<file path="src/design/tfpc_pkg.sv">
// Shared types, constants and helpers for the five-point touch calibrator.
// No dependencies; every other design file imports this package.
package tfpc_pkg;

  localparam int unsigned RAW_W    = 16;
  localparam int unsigned CFG_W    = 10;
  localparam int unsigned IDX_W    = 3;
  localparam int unsigned TAPS     = 5;
  localparam int unsigned DVD_W    = 42;
  localparam int unsigned DVS_W    = 32;
  localparam int unsigned MAP_W    = 26;
  localparam int unsigned SUM_W    = 27;
  localparam int unsigned SPAN_W   = 27;
  localparam int unsigned DIFF_W   = 45;

  localparam logic [IDX_W-1:0] CFG_TARGET_LEFT   = 3'd0;
  localparam logic [IDX_W-1:0] CFG_TARGET_RIGHT  = 3'd1;
  localparam logic [IDX_W-1:0] CFG_TARGET_TOP    = 3'd2;
  localparam logic [IDX_W-1:0] CFG_TARGET_BOTTOM = 3'd3;
  localparam logic [IDX_W-1:0] CFG_DISPLAY_MAX   = 3'd4;

  localparam logic [CFG_W-1:0] RST_TARGET_LEFT   = 10'd40;
  localparam logic [CFG_W-1:0] RST_TARGET_RIGHT  = 10'd200;
  localparam logic [CFG_W-1:0] RST_TARGET_TOP    = 10'd40;
  localparam logic [CFG_W-1:0] RST_TARGET_BOTTOM = 10'd200;
  localparam logic [CFG_W-1:0] RST_DISPLAY_MAX   = 10'd239;

  localparam logic [IDX_W-1:0] LAST_TAP   = 3'd4;
  localparam logic [IDX_W-1:0] DONE_COUNT = 3'd5;

  localparam logic signed [SPAN_W-1:0] SPAN_EPS = 27'sd65;
  localparam logic signed [31:0]       SCALE_ONE = 32'sd65536;

  typedef enum logic [1:0] {
    DIV_MAP    = 2'd0,
    DIV_SCALE  = 2'd1,
    DIV_OFFSET = 2'd2
  } div_sel_e;

  typedef struct packed {
    logic             store_en;
    logic [IDX_W-1:0] store_idx;
    logic             swap_en;
    logic             prep_en;
    logic             axis;
    logic             acc_clr;
    logic [1:0]       pt;
    logic             div_go;
    div_sel_e         div_sel;
    logic             map_acc;
    logic             span_en;
    logic             scl_sat;
    logic             off_diff;
    logic             wr_unit;
    logic             wr_zero;
    logic             wr_full;
  } cal_cmd_t;

  typedef struct packed {
    logic div_done;
    logic span_small;
    logic scale_zero;
  } cal_sts_t;

  // Sample index of mapping point pt (two near points, then two far points).
  function automatic logic [IDX_W-1:0] pt_index(input logic axis, input logic [1:0] pt);
    logic [IDX_W-1:0] idx;
    idx = 3'd0;
    case (pt)
      2'd0: idx = 3'd0;
      2'd1: idx = axis ? 3'd1 : 3'd3;
      2'd2: idx = axis ? 3'd3 : 3'd1;
      2'd3: idx = 3'd2;
      default: idx = 3'd0;
    endcase
    return idx;
  endfunction

endpackage

</file>
<file path="src/design/tfpc_divider.sv">
// Shared restoring divider, one quotient bit per cycle, unsigned operands.
// Depends on tfpc_pkg for operand widths.
module tfpc_divider (
  input  logic                       clk_i,
  input  logic                       rst_ni,
  input  logic                       start_i,
  input  logic [tfpc_pkg::DVD_W-1:0] dividend_i,
  input  logic [tfpc_pkg::DVS_W-1:0] divisor_i,
  output logic                       done_o,
  output logic [tfpc_pkg::DVD_W-1:0] quotient_o
);
  import tfpc_pkg::*;

  localparam int unsigned CNT_W = $clog2(DVD_W);
  localparam logic [CNT_W-1:0] CNT_LAST = CNT_W'(DVD_W - 1);

  logic             busy_q, busy_d;
  logic             done_q, done_d;
  logic [CNT_W-1:0] cnt_q, cnt_d;
  logic [DVS_W-1:0] rem_q, rem_d;
  logic [DVD_W-1:0] quo_q, quo_d;
  logic [DVS_W-1:0] dvs_q, dvs_d;
  logic [DVS_W:0]   trial;
  logic             fits;

  always_comb begin
    trial  = {rem_q, quo_q[DVD_W-1]};
    fits   = trial >= {1'b0, dvs_q};
    busy_d = busy_q;
    done_d = 1'b0;
    cnt_d  = cnt_q;
    rem_d  = rem_q;
    quo_d  = quo_q;
    dvs_d  = dvs_q;
    if (start_i) begin
      busy_d = 1'b1;
      cnt_d  = '0;
      rem_d  = '0;
      quo_d  = dividend_i;
      dvs_d  = divisor_i;
    end else if (busy_q) begin
      rem_d = fits ? DVS_W'(trial - {1'b0, dvs_q}) : trial[DVS_W-1:0];
      quo_d = {quo_q[DVD_W-2:0], fits};
      cnt_d = cnt_q + 1'b1;
      if (cnt_q == CNT_LAST) begin
        busy_d = 1'b0;
        done_d = 1'b1;
      end
    end
  end

  always_ff @(posedge clk_i or negedge rst_ni) begin
    if (!rst_ni) begin
      busy_q <= 1'b0;
      done_q <= 1'b0;
      cnt_q  <= '0;
    end else begin
      busy_q <= busy_d;
      done_q <= done_d;
      cnt_q  <= cnt_d;
    end
  end

  always_ff @(posedge clk_i) begin
    rem_q <= rem_d;
    quo_q <= quo_d;
    dvs_q <= dvs_d;
  end

  assign done_o     = done_q;
  assign quotient_o = quo_q;

`ifndef ASSERT_OFF
  a_no_restart: assert property (@(posedge clk_i) disable iff (!rst_ni)
    start_i |-> !busy_q) else $error("divider restarted while busy");
  a_done_idle: assert property (@(posedge clk_i) disable iff (!rst_ni)
    done_q |-> !busy_q) else $error("divider done while busy");
  a_done_pulse: assert property (@(posedge clk_i) disable iff (!rst_ni)
    done_q |=> !done_q) else $error("divider done longer than a cycle");
`endif

endmodule

</file>
<file path="src/design/tfpc_datapath.sv">
// Datapath: configuration registers, sample store, axis fit arithmetic.
// Depends on tfpc_pkg and tfpc_divider.
module tfpc_datapath (
  input  logic                            clk_i,
  input  logic                            rst_ni,
  input  tfpc_pkg::cal_cmd_t              cmd_i,
  output tfpc_pkg::cal_sts_t              sts_o,
  input  logic                            cfg_we_i,
  input  logic [tfpc_pkg::IDX_W-1:0]      cfg_index_i,
  input  logic [tfpc_pkg::CFG_W-1:0]      cfg_data_i,
  input  logic [tfpc_pkg::RAW_W-1:0]      raw_x_i,
  input  logic [tfpc_pkg::RAW_W-1:0]      raw_y_i,
  output logic [tfpc_pkg::RAW_W-1:0]      min_x_o,
  output logic [tfpc_pkg::RAW_W-1:0]      max_x_o,
  output logic [tfpc_pkg::RAW_W-1:0]      min_y_o,
  output logic [tfpc_pkg::RAW_W-1:0]      max_y_o,
  output logic                            invert_x_o,
  output logic                            invert_y_o,
  output logic                            swap_xy_o,
  output logic signed [15:0]              offset_x_o,
  output logic signed [15:0]              offset_y_o,
  output logic signed [31:0]              scale_x_o,
  output logic signed [31:0]              scale_y_o
);
  import tfpc_pkg::*;

  logic [CFG_W-1:0] t_left_q, t_right_q, t_top_q, t_bottom_q, dmax_q;

  always_ff @(posedge clk_i or negedge rst_ni) begin
    if (!rst_ni) begin
      t_left_q   <= RST_TARGET_LEFT;
      t_right_q  <= RST_TARGET_RIGHT;
      t_top_q    <= RST_TARGET_TOP;
      t_bottom_q <= RST_TARGET_BOTTOM;
      dmax_q     <= RST_DISPLAY_MAX;
    end else if (cfg_we_i) begin
      case (cfg_index_i)
        CFG_TARGET_LEFT:   t_left_q   <= cfg_data_i;
        CFG_TARGET_RIGHT:  t_right_q  <= cfg_data_i;
        CFG_TARGET_TOP:    t_top_q    <= cfg_data_i;
        CFG_TARGET_BOTTOM: t_bottom_q <= cfg_data_i;
        CFG_DISPLAY_MAX:   dmax_q     <= cfg_data_i;
        default: ;
      endcase
    end
  end

  // Sample store, no reset: all five entries are written before use.
  logic [RAW_W-1:0] sx_q [TAPS];
  logic [RAW_W-1:0] sy_q [TAPS];

  always_ff @(posedge clk_i) begin
    if (cmd_i.store_en) begin
      sx_q[cmd_i.store_idx] <= raw_x_i;
      sy_q[cmd_i.store_idx] <= raw_y_i;
    end
  end

  // Axis swap from the horizontal pair differences.
  logic [RAW_W:0] dsx, dsy;
  logic           swap_q;

  function automatic logic [RAW_W-1:0] absdiff(input logic [RAW_W-1:0] a,
                                               input logic [RAW_W-1:0] b);
    return (a > b) ? a - b : b - a;
  endfunction

  always_comb begin
    dsx = {1'b0, absdiff(sx_q[1], sx_q[0])} + {1'b0, absdiff(sx_q[2], sx_q[3])};
    dsy = {1'b0, absdiff(sy_q[1], sy_q[0])} + {1'b0, absdiff(sy_q[2], sy_q[3])};
  end

  always_ff @(posedge clk_i) begin
    if (cmd_i.swap_en) swap_q <= dsy > dsx;
  end

  // Screen-axis values, limits and inversion.
  logic [RAW_W-1:0] ax_q [TAPS];
  logic [RAW_W-1:0] ay_q [TAPS];
  logic [RAW_W-1:0] ax_d [TAPS];
  logic [RAW_W-1:0] ay_d [TAPS];
  logic [RAW_W-1:0] mnx_d, mxx_d, mny_d, mxy_d;
  logic [RAW_W-1:0] mnx_q, mxx_q, mny_q, mxy_q;
  logic             invx_q, invy_q;

  always_comb begin
    for (int i = 0; i < TAPS; i++) begin
      ax_d[i] = swap_q ? sy_q[i] : sx_q[i];
      ay_d[i] = swap_q ? sx_q[i] : sy_q[i];
    end
    mnx_d = ax_d[0];
    mxx_d = ax_d[0];
    mny_d = ay_d[0];
    mxy_d = ay_d[0];
    for (int i = 1; i < TAPS; i++) begin
      if (ax_d[i] < mnx_d) mnx_d = ax_d[i];
      if (ax_d[i] > mxx_d) mxx_d = ax_d[i];
      if (ay_d[i] < mny_d) mny_d = ay_d[i];
      if (ay_d[i] > mxy_d) mxy_d = ay_d[i];
    end
  end

  always_ff @(posedge clk_i) begin
    if (cmd_i.prep_en) begin
      for (int i = 0; i < TAPS; i++) begin
        ax_q[i] <= ax_d[i];
        ay_q[i] <= ay_d[i];
      end
      mnx_q  <= mnx_d;
      mxx_q  <= mxx_d;
      mny_q  <= mny_d;
      mxy_q  <= mxy_d;
      invx_q <= ({1'b0, ax_d[0]} + {1'b0, ax_d[3]}) > ({1'b0, ax_d[1]} + {1'b0, ax_d[2]});
      invy_q <= ({1'b0, ay_d[0]} + {1'b0, ay_d[1]}) > ({1'b0, ay_d[3]} + {1'b0, ay_d[2]});
    end
  end

  // Per-axis operand selection.
  logic [RAW_W-1:0] lo, hi, v;
  logic             inv, degen;
  logic [CFG_W-1:0] t_near, t_far;
  logic [IDX_W-1:0] vidx;

  always_comb begin
    vidx   = pt_index(cmd_i.axis, cmd_i.pt);
    lo     = cmd_i.axis ? mny_q : mnx_q;
    hi     = cmd_i.axis ? mxy_q : mxx_q;
    inv    = cmd_i.axis ? invy_q : invx_q;
    t_near = cmd_i.axis ? t_top_q : t_left_q;
    t_far  = cmd_i.axis ? t_bottom_q : t_right_q;
    v      = cmd_i.axis ? ay_q[vidx] : ax_q[vidx];
    degen  = hi <= lo;
  end

  // Divider operands.
  logic [DVD_W-1:0]         div_a, quot;
  logic [DVS_W-1:0]         div_b;
  logic [MAP_W-1:0]         map_prod;
  logic signed [CFG_W:0]    span_t;
  logic [CFG_W:0]           span_t_abs;
  logic signed [SPAN_W-1:0] span_q;
  logic [SPAN_W-1:0]        span_abs;
  logic signed [31:0]       scl_q;
  logic [31:0]              scl_abs;
  logic                     neg_q;
  logic                     div_done;

  always_comb begin
    map_prod   = MAP_W'(v - lo) * MAP_W'(dmax_q);
    span_t     = $signed({1'b0, t_far}) - $signed({1'b0, t_near});
    span_t_abs = span_t[CFG_W] ? CFG_W'(-span_t) : span_t;
    span_abs   = span_q[SPAN_W-1] ? SPAN_W'(-span_q) : span_q;
    scl_abs    = scl_q[31] ? 32'(-scl_q) : scl_q;
    div_a      = '0;
    div_b      = '0;
    case (cmd_i.div_sel)
      DIV_MAP: begin
        div_a = {map_prod, 16'b0};
        div_b = DVS_W'(hi - lo);
      end
      DIV_SCALE: begin
        div_a = {span_t_abs[CFG_W-1:0], 32'b0};
        div_b = DVS_W'(span_abs);
      end
      DIV_OFFSET: begin
        div_a = {t_near, 32'b0};
        div_b = scl_abs;
      end
      default: ;
    endcase
  end

  tfpc_divider u_div (
    .clk_i      (clk_i),
    .rst_ni     (rst_ni),
    .start_i    (cmd_i.div_go),
    .dividend_i (div_a),
    .divisor_i  (div_b),
    .done_o     (div_done),
    .quotient_o (quot)
  );

  // Mapping accumulation and span.
  logic [SUM_W-1:0] near_q, far_q;
  logic [MAP_W-1:0] m_val, full_q;

  always_comb begin
    full_q = {dmax_q, 16'b0};
    if (degen)    m_val = '0;
    else if (inv) m_val = full_q - quot[MAP_W-1:0];
    else          m_val = quot[MAP_W-1:0];
  end

  always_ff @(posedge clk_i) begin
    if (cmd_i.acc_clr) begin
      near_q <= '0;
      far_q  <= '0;
    end else if (cmd_i.map_acc) begin
      if (!cmd_i.pt[1]) near_q <= near_q + SUM_W'(m_val);
      else              far_q  <= far_q + SUM_W'(m_val);
    end
    if (cmd_i.span_en)
      span_q <= $signed({1'b0, far_q[SUM_W-1:1]}) - $signed({1'b0, near_q[SUM_W-1:1]});
  end

  // Scale saturation and offset arithmetic.
  logic signed [31:0]       scl_d;
  logic signed [DVD_W+1:0]  q_signed;
  logic signed [DIFF_W-1:0] diff_q;
  logic [DIFF_W-1:0]        diff_abs;
  logic [DIFF_W-16:0]       rnd_mag;
  logic signed [15:0]       off_rnd;

  always_comb begin
    if (!neg_q) scl_d = (quot > DVD_W'(32'h7FFF_FFFF)) ? 32'sh7FFF_FFFF : $signed(quot[31:0]);
    else        scl_d = (quot > DVD_W'(32'h8000_0000)) ? 32'sh8000_0000 : -$signed(quot[31:0]);
    q_signed = neg_q ? -$signed({2'b0, quot}) : $signed({2'b0, quot});
    diff_abs = diff_q[DIFF_W-1] ? DIFF_W'(-diff_q) : diff_q;
    rnd_mag  = (DIFF_W-15)'((diff_abs + DIFF_W'(32768)) >> 16);
    if (!diff_q[DIFF_W-1])
      off_rnd = (rnd_mag > (DIFF_W-15)'(32767)) ? 16'sh7FFF : $signed(rnd_mag[15:0]);
    else
      off_rnd = (rnd_mag > (DIFF_W-15)'(32768)) ? 16'sh8000 : -$signed(rnd_mag[15:0]);
  end

  always_ff @(posedge clk_i) begin
    if (cmd_i.div_go && cmd_i.div_sel == DIV_SCALE) neg_q <= span_t[CFG_W] ^ span_q[SPAN_W-1];
    if (cmd_i.div_go && cmd_i.div_sel == DIV_OFFSET) neg_q <= scl_q[31];
    if (cmd_i.scl_sat) scl_q <= scl_d;
    if (cmd_i.off_diff)
      diff_q <= DIFF_W'(q_signed) - $signed({{(DIFF_W-MAP_W){1'b0}}, near_q[SUM_W-1:1]});
  end

  // Result registers.
  logic signed [31:0] scale_x_q, scale_y_q;
  logic signed [15:0] off_x_q, off_y_q;
  logic signed [31:0] scl_wr;
  logic signed [15:0] off_wr;
  logic               wr_any;

  always_comb begin
    wr_any = cmd_i.wr_unit | cmd_i.wr_zero | cmd_i.wr_full;
    scl_wr = cmd_i.wr_unit ? SCALE_ONE : scl_q;
    if (cmd_i.wr_unit)      off_wr = '0;
    else if (cmd_i.wr_zero) off_wr = (t_near != '0) ? 16'sh7FFF : 16'sh0000;
    else                    off_wr = off_rnd;
  end

  always_ff @(posedge clk_i) begin
    if (wr_any && !cmd_i.axis) begin
      scale_x_q <= scl_wr;
      off_x_q   <= off_wr;
    end
    if (wr_any && cmd_i.axis) begin
      scale_y_q <= scl_wr;
      off_y_q   <= off_wr;
    end
  end

  assign sts_o.div_done   = div_done;
  assign sts_o.span_small = (span_q <= SPAN_EPS) && (span_q >= -SPAN_EPS);
  assign sts_o.scale_zero = scl_q == '0;

  assign min_x_o    = mnx_q;
  assign max_x_o    = mxx_q;
  assign min_y_o    = mny_q;
  assign max_y_o    = mxy_q;
  assign invert_x_o = invx_q;
  assign invert_y_o = invy_q;
  assign swap_xy_o  = swap_q;
  assign offset_x_o = off_x_q;
  assign offset_y_o = off_y_q;
  assign scale_x_o  = scale_x_q;
  assign scale_y_o  = scale_y_q;

endmodule

</file>
<file path="src/design/tfpc_ctrl.sv">
// Controller: tap collection, fit sequencing and result handshake.
// Depends on tfpc_pkg; drives the datapath by command, reads its status.
module tfpc_ctrl (
  input  logic               clk_i,
  input  logic               rst_ni,
  input  logic               in_valid_i,
  output logic               in_ready_o,
  output logic               out_valid_o,
  input  logic               out_ready_i,
  output tfpc_pkg::cal_cmd_t cmd_o,
  input  tfpc_pkg::cal_sts_t sts_i
);
  import tfpc_pkg::*;

  typedef enum logic [15:0] {
    S_IDLE     = 16'h0001,
    S_SWAP     = 16'h0002,
    S_PREP     = 16'h0004,
    S_AXIS     = 16'h0008,
    S_MAP_GO   = 16'h0010,
    S_MAP_WAIT = 16'h0020,
    S_SPAN     = 16'h0040,
    S_SPAN_CHK = 16'h0080,
    S_SCL_GO   = 16'h0100,
    S_SCL_WAIT = 16'h0200,
    S_SCL_SAT  = 16'h0400,
    S_SCL_CHK  = 16'h0800,
    S_OFF_GO   = 16'h1000,
    S_OFF_WAIT = 16'h2000,
    S_OFF_DIFF = 16'h4000,
    S_OFF_RND  = 16'h8000
  } state_e;

  state_e           state_q, state_d;
  logic [IDX_W-1:0] tap_q, tap_d;
  logic             fin_q, fin_d;
  logic             axis_q, axis_d;
  logic [1:0]       pt_q, pt_d;
  logic             ov_q, ov_d;
  logic             accept;
  logic             axis_end;

  always_comb begin
    // Hold the fifth tap back while the previous result waits.
    in_ready_o = (state_q == S_IDLE) && !(ov_q && !fin_q && tap_q == LAST_TAP);
    accept     = in_valid_i && in_ready_o;

    state_d  = state_q;
    tap_d    = tap_q;
    fin_d    = fin_q;
    axis_d   = axis_q;
    pt_d     = pt_q;
    ov_d     = ov_q && !out_ready_i;
    axis_end = 1'b0;

    cmd_o           = '0;
    cmd_o.store_idx = tap_q;
    cmd_o.axis      = axis_q;
    cmd_o.pt        = pt_q;
    cmd_o.div_sel   = DIV_MAP;

    case (state_q)
      S_IDLE: begin
        if (accept) begin
          if (fin_q) begin
            fin_d = 1'b0;
            tap_d = '0;
          end else begin
            cmd_o.store_en = 1'b1;
            tap_d = tap_q + 1'b1;
            if (tap_q == LAST_TAP) begin
              fin_d   = 1'b1;
              state_d = S_SWAP;
            end
          end
        end
      end
      S_SWAP: begin
        cmd_o.swap_en = 1'b1;
        axis_d  = 1'b0;
        state_d = S_PREP;
      end
      S_PREP: begin
        cmd_o.prep_en = 1'b1;
        state_d = S_AXIS;
      end
      S_AXIS: begin
        cmd_o.acc_clr = 1'b1;
        pt_d    = '0;
        state_d = S_MAP_GO;
      end
      S_MAP_GO: begin
        cmd_o.div_go = 1'b1;
        state_d = S_MAP_WAIT;
      end
      S_MAP_WAIT: begin
        if (sts_i.div_done) begin
          cmd_o.map_acc = 1'b1;
          pt_d    = pt_q + 1'b1;
          state_d = (pt_q == 2'd3) ? S_SPAN : S_MAP_GO;
        end
      end
      S_SPAN: begin
        cmd_o.span_en = 1'b1;
        state_d = S_SPAN_CHK;
      end
      S_SPAN_CHK: begin
        if (sts_i.span_small) begin
          cmd_o.wr_unit = 1'b1;
          axis_end = 1'b1;
        end else begin
          state_d = S_SCL_GO;
        end
      end
      S_SCL_GO: begin
        cmd_o.div_sel = DIV_SCALE;
        cmd_o.div_go  = 1'b1;
        state_d = S_SCL_WAIT;
      end
      S_SCL_WAIT: begin
        if (sts_i.div_done) state_d = S_SCL_SAT;
      end
      S_SCL_SAT: begin
        cmd_o.scl_sat = 1'b1;
        state_d = S_SCL_CHK;
      end
      S_SCL_CHK: begin
        if (sts_i.scale_zero) begin
          cmd_o.wr_zero = 1'b1;
          axis_end = 1'b1;
        end else begin
          state_d = S_OFF_GO;
        end
      end
      S_OFF_GO: begin
        cmd_o.div_sel = DIV_OFFSET;
        cmd_o.div_go  = 1'b1;
        state_d = S_OFF_WAIT;
      end
      S_OFF_WAIT: begin
        if (sts_i.div_done) state_d = S_OFF_DIFF;
      end
      S_OFF_DIFF: begin
        cmd_o.off_diff = 1'b1;
        state_d = S_OFF_RND;
      end
      S_OFF_RND: begin
        cmd_o.wr_full = 1'b1;
        axis_end = 1'b1;
      end
      default: state_d = S_IDLE;
    endcase

    // Advance to the second axis, or present the result.
    if (axis_end) begin
      if (axis_q) begin
        ov_d    = 1'b1;
        state_d = S_IDLE;
      end else begin
        axis_d  = 1'b1;
        state_d = S_AXIS;
      end
    end
  end

  always_ff @(posedge clk_i or negedge rst_ni) begin
    if (!rst_ni) begin
      state_q <= S_IDLE;
      tap_q   <= '0;
      fin_q   <= 1'b0;
      axis_q  <= 1'b0;
      pt_q    <= '0;
      ov_q    <= 1'b0;
    end else begin
      state_q <= state_d;
      tap_q   <= tap_d;
      fin_q   <= fin_d;
      axis_q  <= axis_d;
      pt_q    <= pt_d;
      ov_q    <= ov_d;
    end
  end

  assign out_valid_o = ov_q;

`ifndef ASSERT_OFF
  a_result_idle: assert property (@(posedge clk_i) disable iff (!rst_ni)
    ov_q |-> state_q == S_IDLE) else $error("result shown while fitting");
  a_fin_count: assert property (@(posedge clk_i) disable iff (!rst_ni)
    fin_q == (tap_q == DONE_COUNT)) else $error("finished flag and tap count disagree");
  a_fit_start: assert property (@(posedge clk_i) disable iff (!rst_ni)
    (state_q == S_SWAP) |-> $past(accept) && !ov_q) else $error("fit started without fifth tap");
`endif

endmodule

</file>
<file path="src/design/touch_five_point_calibrator.sv">
// Five-point touch calibrator, top level; needs tfpc_pkg, tfpc_ctrl and tfpc_datapath.
// After the fifth tap transfer the fit sets swap and limits, then per axis runs four
// mappings, a scale and an offset division on the one shared divider, plus sequencing;
// a small span skips the scale and offset, a zero scale skips the offset. No taps are
// taken during a fit; after a result, the first tap transfer only restarts collection.
// Reset (rst_ni, async, low) clears collection and the result flag, sets config defaults.
module touch_five_point_calibrator (
  input  logic                       clk_i,
  input  logic                       rst_ni,
  // tap input channel
  input  logic                       in_valid_i,
  output logic                       in_ready_o,
  input  logic [tfpc_pkg::RAW_W-1:0] raw_x_i,
  input  logic [tfpc_pkg::RAW_W-1:0] raw_y_i,
  // result channel
  output logic                       out_valid_o,
  input  logic                       out_ready_i,
  output logic [tfpc_pkg::RAW_W-1:0] min_x_o,
  output logic [tfpc_pkg::RAW_W-1:0] max_x_o,
  output logic [tfpc_pkg::RAW_W-1:0] min_y_o,
  output logic [tfpc_pkg::RAW_W-1:0] max_y_o,
  output logic                       invert_x_o,
  output logic                       invert_y_o,
  output logic                       swap_xy_o,
  output logic signed [15:0]         offset_x_o,
  output logic signed [15:0]         offset_y_o,
  output logic signed [31:0]         scale_x_o,
  output logic signed [31:0]         scale_y_o,
  // configuration write channel
  input  logic                       cfg_valid_i,
  output logic                       cfg_ready_o,
  input  logic [tfpc_pkg::IDX_W-1:0] cfg_index_i,
  input  logic [tfpc_pkg::CFG_W-1:0] cfg_data_i
);
  import tfpc_pkg::*;

  cal_cmd_t cmd;
  cal_sts_t sts;

  // Registers take a transfer in any cycle; hold them steady while a fit runs.
  assign cfg_ready_o = 1'b1;

  tfpc_ctrl u_ctrl (
    .clk_i       (clk_i),
    .rst_ni      (rst_ni),
    .in_valid_i  (in_valid_i),
    .in_ready_o  (in_ready_o),
    .out_valid_o (out_valid_o),
    .out_ready_i (out_ready_i),
    .cmd_o       (cmd),
    .sts_i       (sts)
  );

  tfpc_datapath u_dp (
    .clk_i       (clk_i),
    .rst_ni      (rst_ni),
    .cmd_i       (cmd),
    .sts_o       (sts),
    .cfg_we_i    (cfg_valid_i && cfg_ready_o),
    .cfg_index_i (cfg_index_i),
    .cfg_data_i  (cfg_data_i),
    .raw_x_i     (raw_x_i),
    .raw_y_i     (raw_y_i),
    .min_x_o     (min_x_o),
    .max_x_o     (max_x_o),
    .min_y_o     (min_y_o),
    .max_y_o     (max_y_o),
    .invert_x_o  (invert_x_o),
    .invert_y_o  (invert_y_o),
    .swap_xy_o   (swap_xy_o),
    .offset_x_o  (offset_x_o),
    .offset_y_o  (offset_y_o),
    .scale_x_o   (scale_x_o),
    .scale_y_o   (scale_y_o)
  );

endmodule
</file>
<file path="config.mk">
export PLATFORM = sky130hd
export DESIGN_NAME = touch_five_point_calibrator
export DESIGN_NICKNAME = d
export VERILOG_FILES = /design/src/design/tfpc_pkg.sv /design/src/design/tfpc_divider.sv /design/src/design/tfpc_datapath.sv /design/src/design/tfpc_ctrl.sv /design/src/design/touch_five_point_calibrator.sv
export SDC_FILE = /design/constraint.sdc
export NUM_CORES = 2
export LEC_CHECK = 0
export ABC_AREA = 1
export BUFFER_PORTS_ARGS = -buffer_cell sky130_fd_sc_hd__buf_4
export CAP_MARGIN = 20
export CORE_ASPECT_RATIO = 0.9
export CORE_MARGIN = 2
export CORE_UTILIZATION = 57
export DETAILED_ROUTE_END_ITERATION = 16
export PLACE_DENSITY = 0.77
export SLEW_MARGIN = 15
export SYNTH_ARGS = -nofsm -noshare
export SYNTH_HDL_FRONTEND = slang
export SYNTH_SLANG_ARGS = --single-unit
</file>
<file path="constraint.sdc">
create_clock -name clk_i -period 19.3 [get_ports clk_i]
set_input_delay 0.965 -clock clk_i [delete_from_list [all_inputs] [get_ports clk_i]]
set_output_delay 0.965 -clock clk_i [all_outputs]
set_load 0.005 [all_outputs]
</file>
== Word-level counts from Yosys, hierarchy flattened ==
Memories as Yosys holds them, arrays and structs flattened.
Cells that the tools add are included.
Operators by class
  add/subtract/negate cells: 34
  multiplexer cells: 116
  multipliers: 1
  $lt $le $gt $ge: 31
  reductions and logical operators: 33
  bitwise gates (word level): 4
  eq/ne operators: 37
Operators with widths (number)
  two-way mux 16 bit: 47
  one-hot mux 16 bit (16 select lines): 1
  > comparator 16 bit: 12
  two-way mux 32 bit: 6
  < comparator 16 bit: 8
  subtractor 16 bit: 8
  one-hot mux 42 bit (3 select lines): 1
  adder 16 x 16 -> 17 bit: 6
  one-hot mux 32 bit (3 select lines): 1
  two-way mux 42 bit: 2
  negation 32 bit: 2
  adder 27 x 26 -> 27 bit: 2
  two-way mux 26 bit: 2
  > comparator 17 bit: 3
  adder 45 x 16 -> 45 bit (second input constant): 1
  two-way mux 45 bit: 1
  negation 45 bit: 1
  subtractor 44 x 27 -> 45 bit: 1
  two-way mux 44 bit: 1
  negation 42 -> 44 bit: 1
  > comparator 42 x 31 -> 1 bit (second input constant): 1
  > comparator 42 x 32 -> 1 bit (second input constant): 1
  two-way mux 1 bit: 37
  subtractor 16 x 16 -> 17 bit: 2
  67 further kinds: 108
Word-level totals
  input port bits: 50
  output and inout bits: 166
  bits in writable memories: 320
  register bits after elaboration: 510
  word-level logic and storage cells: 294
  memories kept: 4
Memory list
  u_dp.ax_q: words 5, width 16, rd ports 1, clocked after Yosys merged registers in 0, wr ports 5, RTL line tfpc_datapath.sv:78  | logic [RAW_W-1:0] ax_q [TAPS];
  u_dp.ay_q: words 5, width 16, rd ports 1, clocked after Yosys merged registers in 0, wr ports 5, RTL line tfpc_datapath.sv:79  | logic [RAW_W-1:0] ay_q [TAPS];
  u_dp.sx_q: words 5, width 16, rd ports 5, clocked after Yosys merged registers in 0, wr ports 1, RTL line tfpc_datapath.sv:49  | logic [RAW_W-1:0] sx_q [TAPS];
  u_dp.sy_q: words 5, width 16, rd ports 5, clocked after Yosys merged registers in 0, wr ports 1, RTL line tfpc_datapath.sv:50  | logic [RAW_W-1:0] sy_q [TAPS];

== Depth between registers and ports, before layout ==
  depth after elaboration: 10
  mapped depth: 59
  mapped depth without buffers: 54

== By module ==
Synthesis repeated with hierarchy kept, for this count alone.
Unflattened totals
  cell total of the unflattened synthesis: 9073
  area total of the unflattened synthesis: 70451.3 sq um
By module, submodules not included
  tfpc_datapath: area each 61502.7 sq um, times used 1, cells each 7835, sequential area each 19049.5 sq um
  tfpc_divider: area each 7367.1 sq um, times used 1, cells each 1023, sequential area each 3062.9 sq um
  tfpc_ctrl: area each 1570.3 sq um, times used 1, cells each 213, sequential area each 601.8 sq um
  touch_five_point_calibrator: area each 11.3 sq um, times used 1, cells each 2, sequential area each 0.0 sq um

== Worst setup path before layout ==
No wires, ideal clock.
  path kind: reg2reg
  start point: register u_ctrl.state_q[8]
  end point: register u_ctrl.state_q[3]
  stages on the path, launching flop included: 11
  path slack: -1.971 ns
  required time: 19.126 ns
  setup time: 0.174 ns
  arrival time: 21.097 ns
  clock period less this slack: 21.271 ns
  buffers on the path: 0
  path through: dfrtp_1 > nor2_1 > inv_1 > nor2_1 > inv_1 > nor2_1 > inv_1 > nor2_1 > inv_1 > nor4_1 > or2_2
On the way
  longest elaborated chain between the ends: 5
  elaborated cells on any way between the ends: 31
  classes of those cells: eq/ne (25); mux (3); reduce/logical (3)
Ends and longest elaborated chain
  from (decl): RTL line tfpc_ctrl.sv:34  | state_e state_q, state_d;
  from (signal assigned): RTL line tfpc_ctrl.sv:175  | state_q <= state_d;
  branches (longest 5 deep; another with == test 16 bit)
Several ways; the timed one is not identified.
A chain may end at the register's enable or synchronous reset.

== Worst setup path in the final report ==
  start point: register u_ctrl.pt_q[0]
  end point: register u_dp.u_div.quo_q[39] (netlist: u_dp.u_div.quotient_o[39]), data pin
On the way
  longest elaborated chain between the ends: 8
  elaborated cells on any way between the ends: 12
  classes of those cells: add/sub (1); mul (1); eq/ne (3); mux (4); reduce/logical (1); memory (2)
Ends and longest elaborated chain
  from (decl): RTL line tfpc_ctrl.sv:38  | logic [1:0] pt_q, pt_d;
  from (signal assigned): RTL line tfpc_ctrl.sv:179  | pt_q <= pt_d;
  == test 2 bit, or another cell as far along: RTL line tfpc_pkg.sv:69  | case (pt)
  one-hot mux 3 bit (4 select lines) (*): RTL line tfpc_pkg.sv:69
  memory read (5 x 16 bit) (on tied branches)
  two-way mux 16 bit (*): RTL line tfpc_datapath.sv:131  | v = cmd_i.axis ? ay_q[vidx] : ax_q[vidx];
  subtractor 16 x 16 -> 17 bit (*): RTL line tfpc_datapath.sv:149  | map_prod = MAP_W'(v - lo) * MAP_W'(dmax_q);
  multiplier 26 x 10 -> 26 bit (*): RTL line tfpc_datapath.sv:149
  one-hot mux 42 bit (3 select lines) (*): RTL line tfpc_datapath.sv:156  | case (cmd_i.div_sel)
  two-way mux 42 bit (*): RTL line tfpc_divider.sv:35  | if (start_i) begin
  named net u_dp.u_div.quo_d[39]: RTL line tfpc_divider.sv:21  | logic [DVD_W-1:0] quo_q, quo_d;
  to (signal assigned): RTL line tfpc_divider.sv:66  | quo_q <= quo_d;
  to (decl): RTL line tfpc_divider.sv:21
The timed path passes the listed nets; every way through them passes the cells marked *. The select of a mux whose other input is x is not followed.

==> reports/qor.yml <==
run_status:
  status: "finished, final reports clean"
finish:
  design_area_um2: 75150
  area_growth_pct: 10.39
  drive_gt1_share_pct: 7.476
  final_nets: 9733
  final_cell_mix: "nand2_1 (1663), inv_1 (1299), o21ai_0 (826)"
  final_common_cell: "nand2_1"
  utilization_pct: 63.28
  fillCellCount: 10220
detailed_routing:
  top_layer_used: "met5"
  drc: 0
  drt-initial-drc-count: 6378
  vias: 61880
  drtAntennaViolNets: 0
  wl_per_cell_um: 22.06
  met1_length_um: 87270
  wl_um: 230800
  viasPerCell: 5.915
  wl_met3_um: 20420
  dr.pass1.iters: 9
  met2_length_um: 102700
clocking:
  cts.clk_slew.worst_paths_ns: 0.06
  holdBufCountCts: 0
  cts_setup_buffers: 0
  cts.repair.resized: 0
  cts.htree.levels: 3
  cts_tree: "done"
  numCtsBuffers: 90
  cts_buffer_depth: 3
  worstSkewPairLatency_ns: 0.76
  cts-root-buf: "clkbuf_16"
  numClockSinks: 798
grt:
  grt_pass1_vias: 58990
  grt-ovfl-total: 0
  grt_max_degree: 160
  antenna_found_initial: 14
  gr-usage-all-layers_pct: 37.02
  grt_pass1_wl_um: 346300
hold_path:
  hold_path_class: "in -> async"
die:
  die_h_um: 331.9
  core_um2: 118800
  pin_count: 216
  die-area_um2: 122200
  initial_core_util_pct: 57.33
  die_w_um: 368.3
  num_rows: 120
power:
  p_per_area_nw_per_um2: 129.0
  irDropWorstVdd_mv: 0.1536
  p_leak_nw: 35.19
sta:
  hold_violations: 0
  slew_headroom_pct: 10.75
  finalSetupViolations: 0
  worstMarginPinSlew_ns: 1.336
  report.final.slew_viol_count: 0
  fmax_mhz: 84.99
  finalCritPeriodShare_pct: 60.96
  finalCriticalPeriod_ns: 11.77
  setup-tns-final_ns: 0
  fin_skew_ns: 0.03504
  rsz0062_at_grt: "no"
setup_path:
  ff2ff_path_depth: 49
  worstReg2RegEnd: "u_dp.u_div.quotient_o[39]"
  slowest_stage: "ha_1"
  regToRegSetupSlack_ns: 7.53
  required_ns: 19.79
  critPathLaunchType: "flip-flop"
  worstSetupPathType: "reg -> reg"
  max_stage_delay_ns: 1.06
  cp-end-kind: "flip-flop"
  worstReg2RegStart: "u_ctrl.pt_q[0]"
  critPathArrivalTime_ns: 12.26
  critical_path_peak_fanout: 34
placement:
  io_buffers: 214
  place_area_um2: 71800
  hpwl_um: 186100
  gp_congestion: 1.064
logic_synthesis:
  synthCells: 8583
  yosysUniqueCellTypes: 79
  yosys_most_used_dff: "edfxtp_1"
  synth_edf_count: 630
  syn_nets: 9526
  ys_seq_area_share_pct: 33.36
  synth_area_per_cell_um2: 7.932
  netlist_area_um2: 68080
  ys_warn_count: 0
  synth.ff_latch_count: 798
  async_flop_share_pct: 10.28
run:
  drv_cap: 0
## cell families after synthesis
logic type | count (synthesis) | synth area share [%]
flops | 798 | 33.36
buf+inv | 1557 | 8.698
other cells | 1 | 0.005508
simple gates | 3016 | 18.61
xor+xnor | 378 | 4.896
compound gates | 1902 | 15.64
mux | 38 | 0.5605
fa+ha+maj | 893 | 18.22
## registers in the layout, summed over array words and instances (netlist names), 42 cells and up
signal	count
u_dp.ax_q	64
u_dp.ay_q	64
u_dp.sy_q	80
u_dp.sx_q	80
u_dp.diff_q	45
u_dp.u_div.quotient_o	42
## stage by stage
stage / hold slack (ns) / total power [mW] / std cells / worst slack, ns
after floorplan: 0.4387 / 6.260 / 8583 / 6.535
after global placement: 0.4563 / 7.532 / 10280 / 7.885
after detailed placement: 0.4732 / 7.699 / 10280 / 7.646
after CTS: 0.4328 / 9.592 / 10450 / 7.648
after global routing: 0.3512 / 10.50 / 10460 / 6.566
final: 0.3012 / 9.694 / 10460 / 7.534
## layout make-up
cell class,instances,area (um^2),share of cell area [%]
Inverter,1321,4960,6.600
Sequential cell,798,22720,30.23
Tap cell,1586,1984,2.640
Timing Repair Buffer,351,2714,3.611
Antenna cell,7,17.52,0.02331
Clock buffer,106,2416,3.215
Multi-Input combinational cell,6228,39540,52.61
Clock inverter,64,805.8,1.072
## routing by layer
layer / global-route usage, % / vias to the layer above
li1: - / 29230
met1: 44.46 / 28890
met2: 59.26 / 2969
met3: 7.497 / 773
met4: 26.62 / 16
met5: 0 / -
## Yosys cell counts (all sizes together) (4+ instances only)
library cell / n / area share (%)
nor4: 21 / 0.20
a21o: 21 / 0.23
o221ai: 60 / 0.77
o21ai: 884 / 6.6
mux2i: 37 / 0.54
clkbuf: 208 / 1.2
nor3b: 6 / 0.074
o22ai: 14 / 0.13
o32ai: 5 / 0.064
o21a: 17 / 0.19
buf: 28 / 0.25
a221o: 6 / 0.088
o31ai: 19 / 0.22
a31oi: 28 / 0.26
o221a: 10 / 0.17
nand3b: 39 / 0.43
nand4: 80 / 0.78
edfxtp: 630 / 28
nor2: 690 / 4.0
dfxtp: 86 / 2.5
fa: 164 / 4.8
xor2: 259 / 3.4
dfstp: 18 / 0.69
inv: 1307 / 7.2
dfrtp: 64 / 2.4
o2111ai: 4 / 0.051
ha: 729 / 13
a221oi: 14 / 0.18
clkinv: 14 / 0.077
o311ai: 5 / 0.064
o211ai: 29 / 0.32
o21bai: 78 / 0.86
xnor2: 119 / 1.5
a21boi: 6 / 0.077
nand3: 338 / 2.5
and2: 12 / 0.11
nor3: 118 / 0.89
nand2: 1671 / 9.2
or2: 35 / 0.32
a311oi: 4 / 0.051
a21oi: 642 / 4.7
a211oi: 45 / 0.50
## worst max-delay path by stage
| stage | from | endpoint | depth (start not counted) |
|---|---|---|---|
| after global placement | u_ctrl.pt_q[1] | u_dp.u_div.quotient_o[40] | 50 |
| final | u_ctrl.pt_q[0] | u_dp.u_div.quotient_o[39] | 49 |
| after CTS | u_ctrl.pt_q[1] | u_dp.u_div.quotient_o[40] | 45 |
| after global routing | u_dp.swap_xy_o | u_dp.max_y_o[15] | 41 |
| after floorplan | u_ctrl.state_q[8] | u_ctrl.state_q[3] | 10 |
| after detailed placement | u_ctrl.pt_q[1] | u_dp.u_div.quotient_o[40] | 45 |
## worst max-delay path, delay by kind of cell, from the launching register on
family / cells / cell delay (ns)
and+or+nand+nor: 18 / 2.45
buffers and inverters: 8 / 1.30
DFF: 1 / 1.03
AOI/OAI and AO/OA: 14 / 1.97
adders and majority gates: 8 / 4.28
xor gates and xnor gates: 1 / 0.47
## where the power goes
part | switching (mW) | total [mW] | internal, mW
Sequential | 0.108 | 2.18 | 2.07
Combinational | 3.60 | 5.64 | 2.05
Clock | 0.809 | 1.87 | 1.07
Power figures use the tool's default switching activity.
